**config.mk**
```make
export PLATFORM = sky130hd
export DESIGN_NAME = short_name_formatter_8_3
export DESIGN_NICKNAME = d
export VERILOG_FILES = /design/src/design/sn83_pkg.sv /design/src/design/sn83_parse.sv /design/src/design/sn83_emit.sv /design/src/design/short_name_formatter_8_3.sv
export SDC_FILE = /design/constraint.sdc
export NUM_CORES = 1
export LEC_CHECK = 0
export BUFFER_PORTS_ARGS = -buffer_cell sky130_fd_sc_hd__buf_4
export CORE_MARGIN = 10
export CORE_UTILIZATION = 45
export CTS_BUF_LIST = sky130_fd_sc_hd__clkbuf_4 sky130_fd_sc_hd__clkbuf_8
export DETAILED_ROUTE_END_ITERATION = 6
export GPL_TIMING_DRIVEN = 1
export PLACE_DENSITY_LB_ADDON = 0.25
export SYNTH_ARGS = -nofsm -noshare
export SYNTH_HDL_FRONTEND = slang
export SYNTH_HIERARCHICAL = 1
export SYNTH_SLANG_ARGS = --single-unit
```
**constraint.sdc**
```tcl
create_clock -name clk -period 5.1 [get_ports clk]
set_input_delay 0.765 -clock clk [delete_from_list [all_inputs] [get_ports clk]]
set_output_delay 0.765 -clock clk [all_outputs]
set_load 0.1 [all_outputs]
```
**src/design/sn83_pkg.sv**
```systemverilog
// Shared types, character codes and the character class function for the
// 8.3 short-name formatter. No dependencies.
`default_nettype none

package sn83_pkg;

	localparam logic [7:0] CH_NUL   = 8'h00;
	localparam logic [7:0] CH_SPACE = 8'h20;
	localparam logic [7:0] CH_DOT   = 8'h2E;
	localparam logic [7:0] CH_SLASH = 8'h2F;
	localparam logic [7:0] CH_LOW_A = 8'h61;
	localparam logic [7:0] CH_LOW_Z = 8'h7A;
	localparam logic [7:0] CASE_GAP = 8'h20;

	typedef enum logic [2:0] {
		ERR_NONE       = 3'd0,
		ERR_EMPTY_EXT  = 3'd1,
		ERR_SECOND_DOT = 3'd2,
		ERR_OVERFLOW   = 3'd3,
		ERR_BAD_CHAR   = 3'd4
	} err_t;

	// Control part of one emit request from the parser to the output buffer.
	typedef struct packed {
		logic       valid;
		logic       is_error;
		err_t       code;
		logic [5:0] index;
		logic       last_of_path;
	} emit_ctrl_t;

	// Upper-case letters, digits and the allowed punctuation set.
	function automatic logic char_allowed(input logic [7:0] c);
		logic ok;
		ok = 1'b0;
		if ((c >= 8'h41 && c <= 8'h5A) || (c >= 8'h30 && c <= 8'h39)) begin
			ok = 1'b1;
		end
		unique case (c)
			8'h24, 8'h25, 8'h27, 8'h2D, 8'h5F, 8'h40, 8'h7E, 8'h60,
			8'h21, 8'h28, 8'h29, 8'h7B, 8'h7D, 8'h5E, 8'h23, 8'h26: ok = 1'b1;
			default: ;
		endcase
		return ok;
	endfunction

endpackage

`default_nettype wire

```
**src/design/sn83_parse.sv**
```systemverilog
// Input register and per-component parse state of the short-name formatter.
// Depends on sn83_pkg; feeds emit requests to sn83_emit.
`default_nettype none

module sn83_parse #(
	parameter int BASE_CHARS     = 8,
	parameter int EXT_CHARS      = 3,
	parameter int MAX_COMPONENTS = 64,
	localparam int NAME_LEN      = BASE_CHARS + EXT_CHARS
) (
	input  wire logic                      clk,
	input  wire logic                      arst_n,
	input  wire logic                      in_valid,
	output logic                           in_stall,
	input  wire logic [7:0]                in_char,
	input  wire logic                      emit_free,
	output sn83_pkg::emit_ctrl_t           req,
	output logic [NAME_LEN-1:0][7:0]       req_name
);
	import sn83_pkg::*;

	localparam int IW  = $clog2(NAME_LEN);
	localparam int WPW = $clog2(NAME_LEN + 1);
	localparam int BLW = $clog2(BASE_CHARS + 1);
	localparam int ELW = $clog2(EXT_CHARS + 1);
	localparam int CAP = (MAX_COMPONENTS - 1 > 63) ? 63 : MAX_COMPONENTS - 1;

	logic                     valid_s1;
	logic [7:0]               char_s1;

	logic [NAME_LEN-1:0][7:0] name_q,  name_d;
	logic [WPW-1:0]           wp_q,    wp_d;
	logic                     seen_q,  seen_d;
	logic [BLW-1:0]           base_q,  base_d;
	logic [ELW-1:0]           ext_q,   ext_d;
	logic [1:0]               ld_q,    ld_d;
	logic                     skip_q,  skip_d;
	logic [5:0]               count_q, count_d;

	logic       emit_needed;
	logic       emit_error;
	err_t       code;
	logic       path_end;
	logic       is_lower;
	logic [7:0] upper;
	logic       advance;

	always_comb begin
		name_d      = name_q;
		wp_d        = wp_q;
		seen_d      = seen_q;
		base_d      = base_q;
		ext_d       = ext_q;
		ld_d        = ld_q;
		skip_d      = skip_q;
		count_d     = count_q;
		emit_needed = 1'b0;
		emit_error  = 1'b0;
		code        = ERR_NONE;
		path_end    = (char_s1 == CH_NUL);
		is_lower    = (char_s1 >= CH_LOW_A) && (char_s1 <= CH_LOW_Z);
		upper       = is_lower ? char_s1 - CASE_GAP : char_s1;

		if (skip_q) begin
			if (char_s1 == CH_NUL) begin
				skip_d  = 1'b0;
				count_d = '0;
			end
		end else if (char_s1 == CH_NUL || char_s1 == CH_SLASH) begin
			if (base_q == '0 && !seen_q && ld_q == 2'd0) begin
				if (path_end) begin
					count_d = '0;
				end
			end else if (ld_q != 2'd0 && ext_q == '0) begin
				emit_needed = 1'b1;
			end else if (seen_q && ext_q == '0) begin
				emit_needed = 1'b1;
				emit_error  = 1'b1;
				code        = ERR_EMPTY_EXT;
			end else begin
				emit_needed = 1'b1;
			end
		end else if (ld_q == 2'd2) begin
			emit_needed = 1'b1;
			emit_error  = 1'b1;
			code        = ERR_SECOND_DOT;
		end else if (char_s1 == CH_DOT) begin
			if (!seen_q && base_q == '0 && ld_q == 2'd0) begin
				ld_d   = 2'd1;
				seen_d = 1'b1;
				wp_d   = WPW'(BASE_CHARS);
			end else if (ld_q == 2'd1 && ext_q == '0) begin
				ld_d = 2'd2;
			end else if (seen_q) begin
				emit_needed = 1'b1;
				emit_error  = 1'b1;
				code        = ERR_SECOND_DOT;
			end else begin
				seen_d = 1'b1;
				wp_d   = WPW'(BASE_CHARS);
			end
		end else if (!is_lower && !char_allowed(char_s1)) begin
			emit_needed = 1'b1;
			emit_error  = 1'b1;
			code        = ERR_BAD_CHAR;
		end else if (seen_q && ext_q >= ELW'(EXT_CHARS)) begin
			emit_needed = 1'b1;
			emit_error  = 1'b1;
			code        = ERR_OVERFLOW;
		end else if (!seen_q && base_q >= BLW'(BASE_CHARS)) begin
			emit_needed = 1'b1;
			emit_error  = 1'b1;
			code        = ERR_OVERFLOW;
		end else begin
			if (seen_q) begin
				ext_d = ext_q + ELW'(1);
			end else begin
				base_d = base_q + BLW'(1);
			end
			if (wp_q < WPW'(NAME_LEN)) begin
				name_d[wp_q[IW-1:0]] = upper;
			end
			wp_d = wp_q + WPW'(1);
		end

		if (emit_needed) begin
			if (emit_error) begin
				skip_d  = (char_s1 != CH_NUL);
				count_d = '0;
			end else if (path_end) begin
				count_d = '0;
			end else if (count_q < 6'(CAP)) begin
				count_d = count_q + 6'd1;
			end
		end

		// A finished component and a path end both start a fresh component.
		if (emit_needed || (skip_q && char_s1 == CH_NUL)) begin
			name_d = {NAME_LEN{CH_SPACE}};
			wp_d   = '0;
			seen_d = 1'b0;
			base_d = '0;
			ext_d  = '0;
			ld_d   = 2'd0;
		end
	end

	// The dot names "." and ".." replace the leading store bytes on output.
	always_comb begin
		req_name = name_q;
		if (ld_q != 2'd0 && ext_q == '0) begin
			req_name[0] = CH_DOT;
			if (ld_q == 2'd2 && NAME_LEN > 1) begin
				req_name[NAME_LEN > 1 ? 1 : 0] = CH_DOT;
			end
		end
	end

	assign advance  = valid_s1 && (!emit_needed || emit_free);
	assign in_stall = valid_s1 && !advance;

	assign req.valid        = valid_s1 && emit_needed;
	assign req.is_error     = emit_error;
	assign req.code         = code;
	assign req.index        = count_q;
	assign req.last_of_path = emit_error || path_end;

	always_ff @(posedge clk or negedge arst_n) begin
		if (!arst_n) begin
			valid_s1 <= 1'b0;
		end else if (!in_stall) begin
			valid_s1 <= in_valid;
		end
	end

	always_ff @(posedge clk) begin
		if (!in_stall) begin
			char_s1 <= in_char;
		end
	end

	always_ff @(posedge clk or negedge arst_n) begin
		if (!arst_n) begin
			name_q  <= {NAME_LEN{CH_SPACE}};
			wp_q    <= '0;
			seen_q  <= 1'b0;
			base_q  <= '0;
			ext_q   <= '0;
			ld_q    <= 2'd0;
			skip_q  <= 1'b0;
			count_q <= '0;
		end else if (advance) begin
			name_q  <= name_d;
			wp_q    <= wp_d;
			seen_q  <= seen_d;
			base_q  <= base_d;
			ext_q   <= ext_d;
			ld_q    <= ld_d;
			skip_q  <= skip_d;
			count_q <= count_d;
		end
	end

endmodule

`default_nettype wire

```
**src/design/sn83_emit.sv**
```systemverilog
// Output buffer of the short-name formatter: holds one formatted name or
// error and streams it out word by word. Depends on sn83_pkg.
`default_nettype none

module sn83_emit #(
	parameter int NAME_LEN = 11
) (
	input  wire logic                      clk,
	input  wire logic                      arst_n,
	input  wire sn83_pkg::emit_ctrl_t      req,
	input  wire logic [NAME_LEN-1:0][7:0]  req_name,
	output logic                           free,
	output logic                           result_valid,
	input  wire logic                      result_stall,
	output logic [7:0]                     name_byte,
	output logic [2:0]                     error_code,
	output logic [5:0]                     component_index,
	output logic                           last_of_name,
	output logic                           last_of_path
);
	import sn83_pkg::*;

	localparam int IW = $clog2(NAME_LEN);

	logic                     valid_q;
	logic [IW-1:0]            idx_q;
	logic [NAME_LEN-1:0][7:0] snap_q;
	logic                     is_err_q;
	err_t                     code_q;
	logic [5:0]               index_q;
	logic                     lop_q;
	logic                     last;
	logic                     load;

	assign last = is_err_q || (idx_q == IW'(NAME_LEN - 1));
	assign free = !valid_q || (last && !result_stall);
	assign load = req.valid && free;

	assign result_valid    = valid_q;
	assign name_byte       = is_err_q ? 8'd0 : snap_q[idx_q];
	assign error_code      = is_err_q ? 3'(code_q) : 3'(ERR_NONE);
	assign component_index = index_q;
	assign last_of_name    = last;
	assign last_of_path    = lop_q;

	always_ff @(posedge clk or negedge arst_n) begin
		if (!arst_n) begin
			valid_q <= 1'b0;
			idx_q   <= '0;
		end else if (load) begin
			valid_q <= 1'b1;
			idx_q   <= '0;
		end else if (valid_q && !result_stall) begin
			if (last) begin
				valid_q <= 1'b0;
			end else begin
				idx_q <= idx_q + IW'(1);
			end
		end
	end

	always_ff @(posedge clk) begin
		if (load) begin
			snap_q   <= req_name;
			is_err_q <= req.is_error;
			code_q   <= req.code;
			index_q  <= req.index;
			lop_q    <= req.last_of_path;
		end
	end

`ifndef SYNTH
	a_idx_steps: assert property (@(posedge clk) disable iff (!arst_n)
		valid_q && !last && !result_stall |=> valid_q && idx_q == $past(idx_q) + IW'(1))
		else $error("name byte position did not advance after a taken word");

	a_err_single: assert property (@(posedge clk) disable iff (!arst_n)
		valid_q && is_err_q |-> last_of_name && last_of_path && name_byte == 8'd0)
		else $error("error result is not a single final word");

	a_hold_pos: assert property (@(posedge clk) disable iff (!arst_n)
		valid_q && result_stall |=> valid_q && $stable(idx_q))
		else $error("name byte position moved while the output was stalled");
`endif

endmodule

`default_nettype wire

```
**src/design/short_name_formatter_8_3.sv**
```systemverilog
// Top level of the streaming 8.3 short-name formatter.
// Depends on sn83_pkg, sn83_parse and sn83_emit.
`default_nettype none

// The block takes a path one character word per cycle and, at each '/' or
// zero byte that ends a non-empty component, produces that component as a
// BASE_CHARS+EXT_CHARS byte space-padded upper-case short name, one byte per
// result word, or a single error word; a character that raises an error
// inside a component also produces a single error word. A character word is
// taken in every cycle while the output buffer is busy, as long as it does
// not itself produce results; a character that ends a component or raises an
// error waits in the input register until the output buffer has handed over
// the last word of the previous name, so back-to-back component ends are
// paced by the drain of that buffer (BASE_CHARS+EXT_CHARS words for a name,
// a single word for an error). A character is first held in the input
// register; from there it updates the parse state and, if it produces
// results, loads the output buffer, whose registers drive the result words.
// After an error, every character up to and including the next zero byte is
// dropped and the next path starts fresh with component index zero. The
// component index saturates at min(MAX_COMPONENTS-1, 63).
module short_name_formatter_8_3 #(
	parameter int BASE_CHARS     = 8,
	parameter int EXT_CHARS      = 3,
	parameter int MAX_COMPONENTS = 64
) (
	input  wire logic       clk,
	input  wire logic       arst_n,
	input  wire logic       character_valid,
	output logic            character_stall,
	input  wire logic [7:0] character,
	output logic            result_valid,
	input  wire logic       result_stall,
	output logic [7:0]      name_byte,
	output logic [2:0]      error_code,
	output logic [5:0]      component_index,
	output logic            last_of_name,
	output logic            last_of_path
);
	import sn83_pkg::*;

	localparam int NAME_LEN = BASE_CHARS + EXT_CHARS;

	emit_ctrl_t               req;
	logic [NAME_LEN-1:0][7:0] req_name;
	logic                     emit_free;

	// Parser: input register plus the running state of the current component.
	sn83_parse #(
		.BASE_CHARS     (BASE_CHARS),
		.EXT_CHARS      (EXT_CHARS),
		.MAX_COMPONENTS (MAX_COMPONENTS)
	) u_parse (
		.clk       (clk),
		.arst_n    (arst_n),
		.in_valid  (character_valid),
		.in_stall  (character_stall),
		.in_char   (character),
		.emit_free (emit_free),
		.req       (req),
		.req_name  (req_name)
	);

	// Output buffer: snapshot of one finished name, drained one byte per word.
	sn83_emit #(
		.NAME_LEN (NAME_LEN)
	) u_emit (
		.clk             (clk),
		.arst_n          (arst_n),
		.req             (req),
		.req_name        (req_name),
		.free            (emit_free),
		.result_valid    (result_valid),
		.result_stall    (result_stall),
		.name_byte       (name_byte),
		.error_code      (error_code),
		.component_index (component_index),
		.last_of_name    (last_of_name),
		.last_of_path    (last_of_path)
	);

endmodule

`default_nettype wire
```
==> Word level (Yosys, flattened, before mapping) <==
Index checks and enable logic that the tools add are counted.
{ "word_totals": {"register_bits": 221, "out_inout_bits": 21, "word_cells": 260} }
{ "op_classes": {"n_addsub": 6, "order_cmp": 13, "n_eq_ne": 36, "mux": 114, "reduce_logical": 54} }
{ "op_table": {"columns": ["operator", "n"], "rows": [
  ["88-bit two-way mux", 9],
  ["4-bit two-way mux", 23],
  ["88-bit bitwise mux", 1],
  ["8-bit by 6-bit == test with 1-bit output (second input constant)", 11],
  ["8-bit by 7-bit == test with 1-bit output (second input constant)", 7],
  ["6-bit two-way mux", 8],
  ["8-bit two-way mux", 5],
  ["1-bit two-way mux", 37],
  ["2-bit two-way mux", 18],
  ["9-bit AND reduction", 4],
  ["8-bit binary-select mux with 4-bit select", 1],
  ["8-bit demux with 4-bit select", 1],
  ["3-bit two-way mux", 10],
  ["1-bit logical AND", 19],
  ["8-bit by 7-bit >= comparator with 1-bit output (second input constant)", 2],
  ["8-bit by 7-bit <= comparator with 1-bit output (second input constant)", 2],
  ["16-bit two-way mux", 1],
  ["2-bit != test (second input constant)", 8],
  ["16-bit OR reduction", 1],
  ["4-bit by 1-bit adder with 4-bit output (second input constant)", 3],
  ["3-bit by 2-bit != test with 1-bit output (second input constant)", 4],
  ["6-bit AND reduction", 2],
  ["2-bit nonzero test", 6],
  ["4-bit by 5-bit < comparator with 1-bit output (second input constant)", 2],
  ["other kinds (24)", 38]
]} }

==> Depth between registers and ports, before layout <==
Gate-level depths: netlist of run 1.
{ "logic_depth": {"ltp_word": 21, "mapped_depth": 14, "depth_no_buf": 11} }

==> Modules after synthesis <==
The synthesis of run 1 kept the hierarchy.
{ "by_module_without_submodules": {"columns": ["mod", "n_inst", "cells_each", "area_per_inst_um2"], "rows": [
  ["sn83_parse", 1, 686, 6393.6],
  ["sn83_emit", 1, 235, 4070.2]
]} }

==> Least setup slack after synthesis of run 1 <==
OpenSTA, ideal clock, no wires.
{ "synth_path": {"kind": "register to register", "from": "reg u_parse.char_s1[3]", "to": "reg u_emit.code_q[0] (enable)", "setup_time_ns": 0.469, "t_arrival_ns": 4.298, "path_slack_ns": 0.334, "path_stages_with_launch": 11, "n_path_buf": 2, "period_less_slack_ns": 4.766, "path_cell_list": "edfxtp_1 -> buf_6 -> or4_4 -> o22ai_2 -> a211oi_1 -> nor3_1 -> a21o_1 -> buf_6 -> nand2_1 -> inv_1 -> and2_1"} }
{ "synth_lines": {"columns": ["item", "line_no", "rtl"], "rows": [
  ["start: declaration", "sn83_parse.sv:29", "logic [7:0] char_s1;"],
  ["start signal: assignment", "sn83_parse.sv:178", "char_s1 <= in_char;"],
  ["end signal: assignment", "sn83_emit.sv:66", "code_q <= req.code;"],
  ["end: declaration", "sn83_emit.sv:29", "err_t code_q;"]
]} }

==> Worst setup path after layout of run 1 <==
{ "layout_path": {"from": "reg u_parse.char_s1[1]", "to": "out character_stall"} }
{ "layout_via": {"elab_chain_cells": 21, "word_cells_on_any_way": 50} }
{ "layout_rtl": {"columns": ["item", "line_no", "rtl"], "rows": [
  ["8-bit by 7-bit >= comparator with 1-bit output, or another cell as far along", "sn83_pkg.sv:36", "if ((c >= 8'h41 && c <= 8'h5A) || (c >= 8'h30 && c <= 8'h39)) begin"],
  ["1-bit logical AND", "sn83_pkg.sv:36", null],
  ["1-bit logical OR", "sn83_pkg.sv:36", null],
  ["1-bit two-way mux", "sn83_pkg.sv:36", null],
  ["1-bit two-way mux", "sn83_pkg.sv:39", "unique case (c)"],
  ["1-bit two-way mux", "sn83_parse.sv:87", "end else if (char_s1 == CH_DOT) begin"],
  ["1-bit two-way mux", "sn83_parse.sv:83", "end else if (ld_q == 2'd2) begin"],
  ["1-bit two-way mux", "sn83_parse.sv:69", "end else if (char_s1 == CH_NUL || char_s1 == CH_SLASH) begin"],
  ["(+5 left out)", null, null],
  ["1-bit two-way mux", "sn83_parse.sv:83", null],
  ["1-bit two-way mux *", "sn83_parse.sv:69", null],
  ["1-bit two-way mux *", "sn83_parse.sv:64", "if (skip_q) begin"],
  ["1-bit logical NOT *", "sn83_parse.sv:159", "assign advance = valid_s1 && (!emit_needed || emit_free);"],
  ["1-bit logical OR *", "sn83_parse.sv:159", null],
  ["1-bit logical AND *", "sn83_parse.sv:159", null],
  ["1-bit logical NOT *", "sn83_parse.sv:160", "assign in_stall = valid_s1 && !advance;"],
  ["1-bit logical AND *", "sn83_parse.sv:160", null],
  ["end: declaration", "short_name_formatter_8_3.sv:29", "output logic character_stall,"]
]} }
Mark *: on every way between the ends. The rest lies on a longest branch, timed or not. The select of a mux whose other input is x is not followed.

==> load_flow_metrics.sql, run 1 <==
INSERT INTO impl_metrics (metric_group, metric, value, unit) VALUES
('job', 'max_cap_viols', '0', ''),
('timing', 'fin_worst_skew', '0.0187', 'ns'),
('clock_network', 'maximum_buffer_depth_of_the_clock_tree', '3', ''),
('synthesis', 'synth.largest_area_cell', 'edfxtp_1', ''),
('synthesis', 'post_syn_area', '10500', 'um^2'),
('timing', 'final_max_slew_viol_count', '0', ''),
('finish', 'count_of_inserted_antenna_diode_cells', '0', ''),
('clock_network', 'cts_setup_buffers', '0', ''),
('finish', 'nNetsFinal', '910', ''),
('timing', 'worst_hold_slack', '0.362', 'ns'),
('finish', 'mostFrequentLayoutCell', 'edfxtp_1', ''),
('floorplanning', 'rows', '55', ''),
('synthesis', 'post_synth_edffs', '107', ''),
('floorplanning', 'die_ar', '29800', 'um^2'),
('grt', 'globalRouteTotalUtil', '16.9', '%'),
('clock_network', 'worst_skew_pair.late_latency', '0.52', 'ns'),
('grt', 'sum_of_overflow_across_all_layers_after_global_routing', '0', ''),
('timing', 'worst_slew_margin', '26.6', '%'),
('setup_path', 'timing.critical_path.required', '4.34', 'ns'),
('drt', 'detail_route.first_pass.iterations', '5', ''),
('grt', 'number_of_global_route_vias_before_repair', '6793', ''),
('setup_path', 'critical_path.startpoint', 'u_parse/char_s1[1]$_DFFE_PN_', ''),
('synthesis', 'syn_inst', '921', ''),
('floorplanning', 'horiz_die_dim', '172', 'um'),
('timing', 'grt_setup_unrepaired', 'no', ''),
('timing', 'share_of_the_cycle_needed_by_the_critical_path_after_routing', '89.1', '%'),
('place', 'place_ws', '1.06', 'ns'),
('synthesis', 'synthDistinctLibCells', '67', ''),
('timing', 'setup_tns', '0', 'ns'),
('finish', 'final_cell_mix', 'edfxtp_1 (107), dfrtp_1 (102), nand2_1 (101), nand3_1 (76), mux2i_1 (43)', ''),
('place', 'routabilityCongestion', '0.925', ''),
('floorplanning', 'core', '22800', 'um^2'),
('floorplanning', 'num_io_pins', '33', ''),
('clock_network', 'clock_tree.htree_level_count', '2', ''),
('place', 'half_perimeter_wire_length_after_detailed_placement', '16.2', 'mm'),
('timing', 'tightest_slew', '1.09', 'ns'),
('clock_network', 'num_cts_buffers', '37', ''),
('grt', 'grt_first_pass_wirelength', '38.8', 'mm'),
('setup_path', 'critical_path.max_fanout', '22', ''),
('drt', 'wl_per_cell', '20.2', 'um'),
('clock_network', 'cts_tree', 'built', ''),
('setup_path', 'r2r.worst_path.cells', '9', ''),
('finish', 'area_delta_synth_final', '6.53', '%'),
('synthesis', 'synth_top_area_share', '30.7', '%'),
('floorplanning', 'fp.dieH', '172', 'um'),
('setup_path', 'r2r-start', 'u_parse/char_s1[1]$_DFFE_PN_', ''),
('finish', 'final.fill_count', '2072', ''),
('synthesis', 'synthArstFlopShare', '51.6', '%'),
('setup_path', 'worstPathArrival', '3.78', 'ns'),
('timing', 'finalSetupViolations', '0', ''),
('setup_path', 'timing_worst_setup_path_type', 'reg2out', ''),
('place', 'place.detailed.instances', '1158', ''),
('synthesis', 'fraction_of_the_yosys_area_taken_by_sequential_cells', '58.1', '%'),
('drt', 'avgViaCountPerCell', '5.57', ''),
('timing', 'max_freq', '220', 'MHz'),
('clock_network', 'path_clk_slew', '0.06', 'ns'),
('min_path', 'hold_path_class', 'in2async', ''),
('clock_network', 'clockRootBuffer', 'clkbuf_8', ''),
('pwr', 'power_density', '535', 'nW/um^2'),
('floorplanning', 'initial_utilization', '45.9', '%'),
('synthesis', 'postSynth.topFlopCell', 'edfxtp_1', ''),
('synthesis', 'syn-num-nets', '947', ''),
('synthesis', 'synth_register_bits', '221', ''),
('synthesis', 'yosys_warnings', '6', ''),
('outcome', 'run_status', 'finished, final reports clean', ''),
('drt', 'via_count', '6828', ''),
('place', 'buffer_ports.inserted', '32', ''),
('drt', 'antenna_left', '0', ''),
('clock_network', 'post_cts_resize_count', '0', ''),
('setup_path', 'critical_path.endpoint_type', 'output port', ''),
('timing', 'layout_min_cycle_time', '4.54', 'ns');
-- Yosys cell counts, drive strengths merged, types with 3 or more instances --
cell    instances
o211ai          4
a22o           23
a32o            4
dfstp          11
mux2            6
buf            99
a31oi           6
o21a            5
mux2i          43
nor4            7
inv            26
a311oi          3
or3             5
a21oi          31
nand2         102
clkbuf         21
nand3          81
o21ai          51
nor2b           5
a22oi          20
a21o            4
o22ai           3
dfrtp         103
nor3           22
nor2           43
nand4           5
o31ai           4
nand2b         11
and2           17
and3           13
edfxtp        107
ha             14
-- critical path, cell delays in order (launching register included) --
cell and delay [ns]:
edfxtp_1 0.96, and3b_1 0.26, o21ai_0 0.18, a311oi_1 0.13, and4b_1 0.53, a21oi_1 0.25
or3_1 0.54, inv_1 0.11, buf_4 0.29
-- layer usage --
metal  share of wire [%]  global-route usage [%]  vias to the layer above
met5                   0                       0                        -
met4                 2.4                    6.30                        0
met3                 6.3                    3.37                       40
met2                  47                    26.2                      251
met1                  45                    22.8                     3372
li1                    -                       -                     3165
-- cell families (layout without fill, tap and decap cells) --
kind of cell	count (synthesis)	after routing	share of synthesized area (%)
adder cells (fa/ha/maj)	14	14	1.67
XOR/XNOR	1	1	0.0837
AND/OR/NAND/NOR	324	324	15.7
flip-flops	221	221	58.1
multiplexers	49	49	4.90
buffers and inverters	146	138	8.69
AO/OA/AOI/OAI	166	166	10.8
-- worst paths after layout --
kind	endpoint
min in group clk	u_parse/char_s1[7]$_DFFE_PN_
min	u_parse/req_name[75]$_DFFE_PN0P_
min reg2reg	u_emit/snap_q[43]$_DFFE_PP_
max	character_stall
max in group asynchronous	u_parse/name_q[13]$_DFFE_PN1P_
max reg2reg	u_emit/component_index[1]$_DFFE_PP_
-- report_power, final --
part,internal (W),total [W],switching [W],leakage (nW)
clock,0.000882,0.00156,0.000682,0.401
sequential,0.00240,0.00268,0.000287,2.49
combinational,0.000548,0.00172,0.00117,1.75
-- registers in the layout, indices dropped and copies added, names as in the netlist --
signal	cells
u_parse/count_q	6
u_emit/is_err_q	1
u_parse/req_name	72
u_parse/char_s1	8
u_parse/seen_q	1
u_emit/snap_q	88
u_parse/valid_s1	1
u_emit/last_of_path	1
u_parse/ext_q	2
u_emit/component_index	6
u_parse/base_q	4
u_parse/ld_q	2
u_emit/idx_q	4
u_parse/skip_q	1
u_parse/wp_q	4
u_emit/result_valid	1
u_parse/name_q	16
u_emit/code_q	3
-- per-stage QoR --
| step | util (%) | total power [W] | cell area [um^2] |
|---|---|---|---|
| 6_report | 48.9 | 0.00596 | 11100 |
| 5_1_grt | 48.9 | 0.00630 | 11100 |
| 4_1_cts | 48.9 | 0.00601 | 11100 |
| 3_5_place_dp | 45.7 | 0.00443 | 10400 |
| 3_3_place_gp | 45.7 | 0.00439 | 10400 |
| 2_1_floorplan | - | 0.00424 | 10500 |
-- cell type report --
type / instances / area [um^2] / share of cell area, %
inverters: 26 / 97.6 / 0.876
multi-input cells: 554 / 3480 / 31.2
clock buffers: 62 / 716 / 6.42
well taps: 313 / 392 / 3.51
clock inverters: 6 / 28.8 / 0.258
repair buffers: 44 / 355 / 3.19
flip-flops and latches: 221 / 6080 / 54.6
No activity file was read; power rests on OpenSTA's default activity.
==> run 2, diff against run 1 <==
CORE_ASPECT_RATIO = 1.4   (was not set)
==> run 2 against run 1 <==
Net effect:
- sequential power about the same
- critical path depth did not move
- final cell count decreased by 1.5%
- clock-buffer cell count shrank 10
- critical path type unchanged
- highest routed layer unchanged
==> load_flow_metrics.sql, run 2 (same netlist as run 1, synthesis figures left out) <==
INSERT INTO impl_metrics (metric_group, metric, value, unit) VALUES
('floorplanning', 'core', '23000', 'um^2'),
('timing', 'finalSetupViolations', '0', ''),
('setup_path', 'critical_path.startpoint_type', 'flop', ''),
('timing', 'layout_min_cycle_time', '4.59', 'ns'),
('timing', 'setup_tns', '0', 'ns'),
('floorplanning', 'fp.dieH', '200', 'um'),
('min_path', 'hold_path_class', 'in2async', ''),
('finish', 'nNetsFinal', '904', ''),
('clock_network', 'post_cts_resize_count', '0', ''),
('timing', 'final_hold_violation_count', '0', ''),
('finish', 'final_layout_size_suffix_gt1_share', '16.0', '%'),
('drt', 'antenna_left', '0', ''),
('grt', 'antenna_found_initial', '0', ''),
('finish', 'regMostFlops', 'u_emit/snap_q', ''),
('finish', 'final_cell_mix', 'edfxtp_1 (107), dfrtp_1 (102), nand2_1 (101), nand3_1 (76)', ''),
('drt', 'finalWirelength', '24.1', 'mm'),
('pwr', 'power_density', '524', 'nW/um^2'),
('grt', 'sum_of_overflow_across_all_layers_after_global_routing', '0', ''),
('setup_path', 'critical_path.endpoint_type', 'output port', ''),
('drt', 'dr_iter_0_viols', '355', ''),
('floorplanning', 'initial_utilization', '45.4', '%'),
('place', 'place_ws', '1.14', 'ns'),
('finish', 'area_delta_synth_final', '5.26', '%'),
('grt', 'pin_count_of_the_biggest_net_entering_global_routing', '57', ''),
('floorplanning', 'die_ar', '29800', 'um^2'),
('floorplanning', 'rows', '66', ''),
('finish', 'largest_register_ffs', '88', ''),
('finish', 'mostFrequentLayoutCell', 'edfxtp_1', ''),
('clock_network', 'worst_skew_pair.late_latency', '0.56', 'ns'),
('drt', 'wl_per_cell', '20.0', 'um'),
('grt', 'globalRoute.busiestLayer', 'met2', ''),
('setup_path', 'timing.critical_path.slowest_cell_delay', '0.95', 'ns'),
('pwr', 'p_leak', '4.57', 'nW'),
('setup_path', 'crit_path_top_delay_cell', 'edfxtp_1', ''),
('clock_network', 'cts_setup_buffers', '0', ''),
('setup_path', 'worstPathArrival', '3.83', 'ns'),
('grt', 'global_route.usage.met3', '2.08', '%'),
('drt', 'via_count', '6695', ''),
('place', 'buffer_ports.inserted', '32', ''),
('timing', 'tightest_slew', '0.997', 'ns'),
('clock_network', 'ctsHoldBuffers', '0', ''),
('setup_path', 'critical_path.max_fanout', '22', ''),
('grt', 'number_of_global_route_vias_before_repair', '6833', ''),
('setup_path', 'timing.critical_path.required', '4.34', 'ns'),
('job', 'max_cap_viols', '0', ''),
('timing', 'worst_slew_margin', '33.0', '%'),
('drt', 'drcViolationCount', '0', ''),
('clock_network', 'num_cts_buffers', '31', ''),
('grt', 'grt_use_met2', '28.4', '%'),
('timing', 'share_of_the_cycle_needed_by_the_critical_path_after_routing', '90.1', '%'),
('drt', 'detail_route.first_pass.iterations', '5', ''),
('timing', 'fin_worst_skew', '0.00937', 'ns'),
('clock_network', 'clock_tree.htree_level_count', '1', ''),
('clock_network', 'cts_tree', 'built', ''),
('finish', 'count_of_inserted_antenna_diode_cells', '0', ''),
('timing', 'max_freq', '218', 'MHz'),
('grt', 'global_route.usage.met1', '18.6', '%'),
('outcome', 'run_status', 'finished, final reports clean', ''),
('setup_path', 'top_delay_family_on_crit_path', 'simple AND/OR/NAND/NOR gates', ''),
('pwr', 'ir_worst_vdd', '266', 'uV'),
('setup_path', 'timing.critical_path.cells', 'and3b_1, o21ai_0, a311oi_1, and4b_1, a21oi_1, or3_1, inv_1, buf_4', ''),
('timing', 'final_max_slew_viol_count', '0', ''),
('grt', 'globalRouteTotalUtil', '16.0', '%'),
('drt', 'avgViaCountPerCell', '5.54', ''),
('timing', 'post-route-worst-setup-slack', '0.507', 'ns'),
('floorplanning', 'horiz_die_dim', '149', 'um'),
('clock_network', 'clockRootBuffer', 'clkbuf_8', ''),
('grt', 'grt_first_pass_wirelength', '38.2', 'mm'),
('setup_path', 'timing_worst_setup_path_type', 'reg2out', ''),
('finish', 'final.fill_count', '2090', ''),
('place', 'half_perimeter_wire_length_after_detailed_placement', '16.7', 'mm'),
('setup_path', 'crit_buf_inv', '2', ''),
('clock_network', 'path_clk_slew', '0.06', 'ns'),
('clock_network', 'maximum_buffer_depth_of_the_clock_tree', '3', ''),
('clock_network', 'clock_sink_count', '221', ''),
('timing', 'grt_setup_unrepaired', 'no', ''),
('floorplanning', 'num_io_pins', '33', ''),
('place', 'routabilityCongestion', '0.938', '');
==> run 2: changes by cell type in the layout (fill, tap and decap cells not counted) <==
cell,previous run,this run
buf_12,2,1
clkinv_2,2,4
clkbuf_8,40,35
buf_4,42,43
clkinv_1,3,1
clkinvlp_4,1,0
clkbuf_4,22,17
==> run 2: worst paths after layout <==
| path | from | endpoint | slack (ns) | cells after the start |
|---|---|---|---|---|
| max | u_parse/char_s1[1]$_DFFE_PN_ | character_stall | 0.51 | 8 |
| max in group asynchronous | arst_n | u_emit/idx_q[0]$_DFFE_PN0P_ | 3.93 | 2 |
| min in group clk | character[6] | u_parse/char_s1[6]$_DFFE_PN_ | 0.38 | 1 |
| min | arst_n | u_parse/count_q[1]$_DFFE_PN0P_ | 0.17 | 1 |
| max reg2reg | u_parse/char_s1[1]$_DFFE_PN_ | u_parse/req_name[45]$_DFFE_PN1P_ | 1.11 | 8 |
| min reg2reg | u_parse/req_name[63]$_DFFE_PN0P_ | u_emit/snap_q[63]$_DFFE_PP_ | 0.44 | 0 |
==> run 2: layer usage <==
metal	vias to the layer above	share of wire (%)	wire length, um
met3	62	3.6	873
met1	3323	40	9550
met4	0	4.1	979
li1	3153	-	-
met5	-	0	0
met2	157	53	12700
==> run 2: metrics by stage <==
stage / total power, W / hold WS (ns) / instance area [um^2] / util [%] / std cells
6_report: 0.00577 / 0.173 / 11000 / 47.8 / 1208
5_1_grt: 0.00610 / 0.184 / 11000 / 47.8 / 1208
4_1_cts: 0.00583 / 0.166 / 11000 / 47.8 / 1208
3_5_place_dp: 0.00444 / 0.434 / 10400 / 45.1 / 1151
3_3_place_gp: 0.00440 / 0.429 / 10400 / 45.1 / 1151
2_1_floorplan: 0.00424 / 0.451 / 10500 / - / 921
==> run 2: power breakdown <==
| group | leakage (nW) | switching, W | internal, W | total, W |
|---|---|---|---|---|
| sequential | 2.49 | 0.000285 | 0.00239 | 0.00268 |
| clock | 0.347 | 0.000630 | 0.000748 | 0.00138 |
| combinational | 1.74 | 0.00117 | 0.000547 | 0.00172 |
==> run 2: cell type report <==
class,instances,area [um^2],share of cell area (%)
flip-flops and latches,221,6080,55.2
inverters,26,97.6,0.886
clock buffers,52,609,5.53
repair buffers,44,343,3.11
clock inverters,5,23.8,0.216
well taps,306,383,3.48
multi-input cells,554,3480,31.6
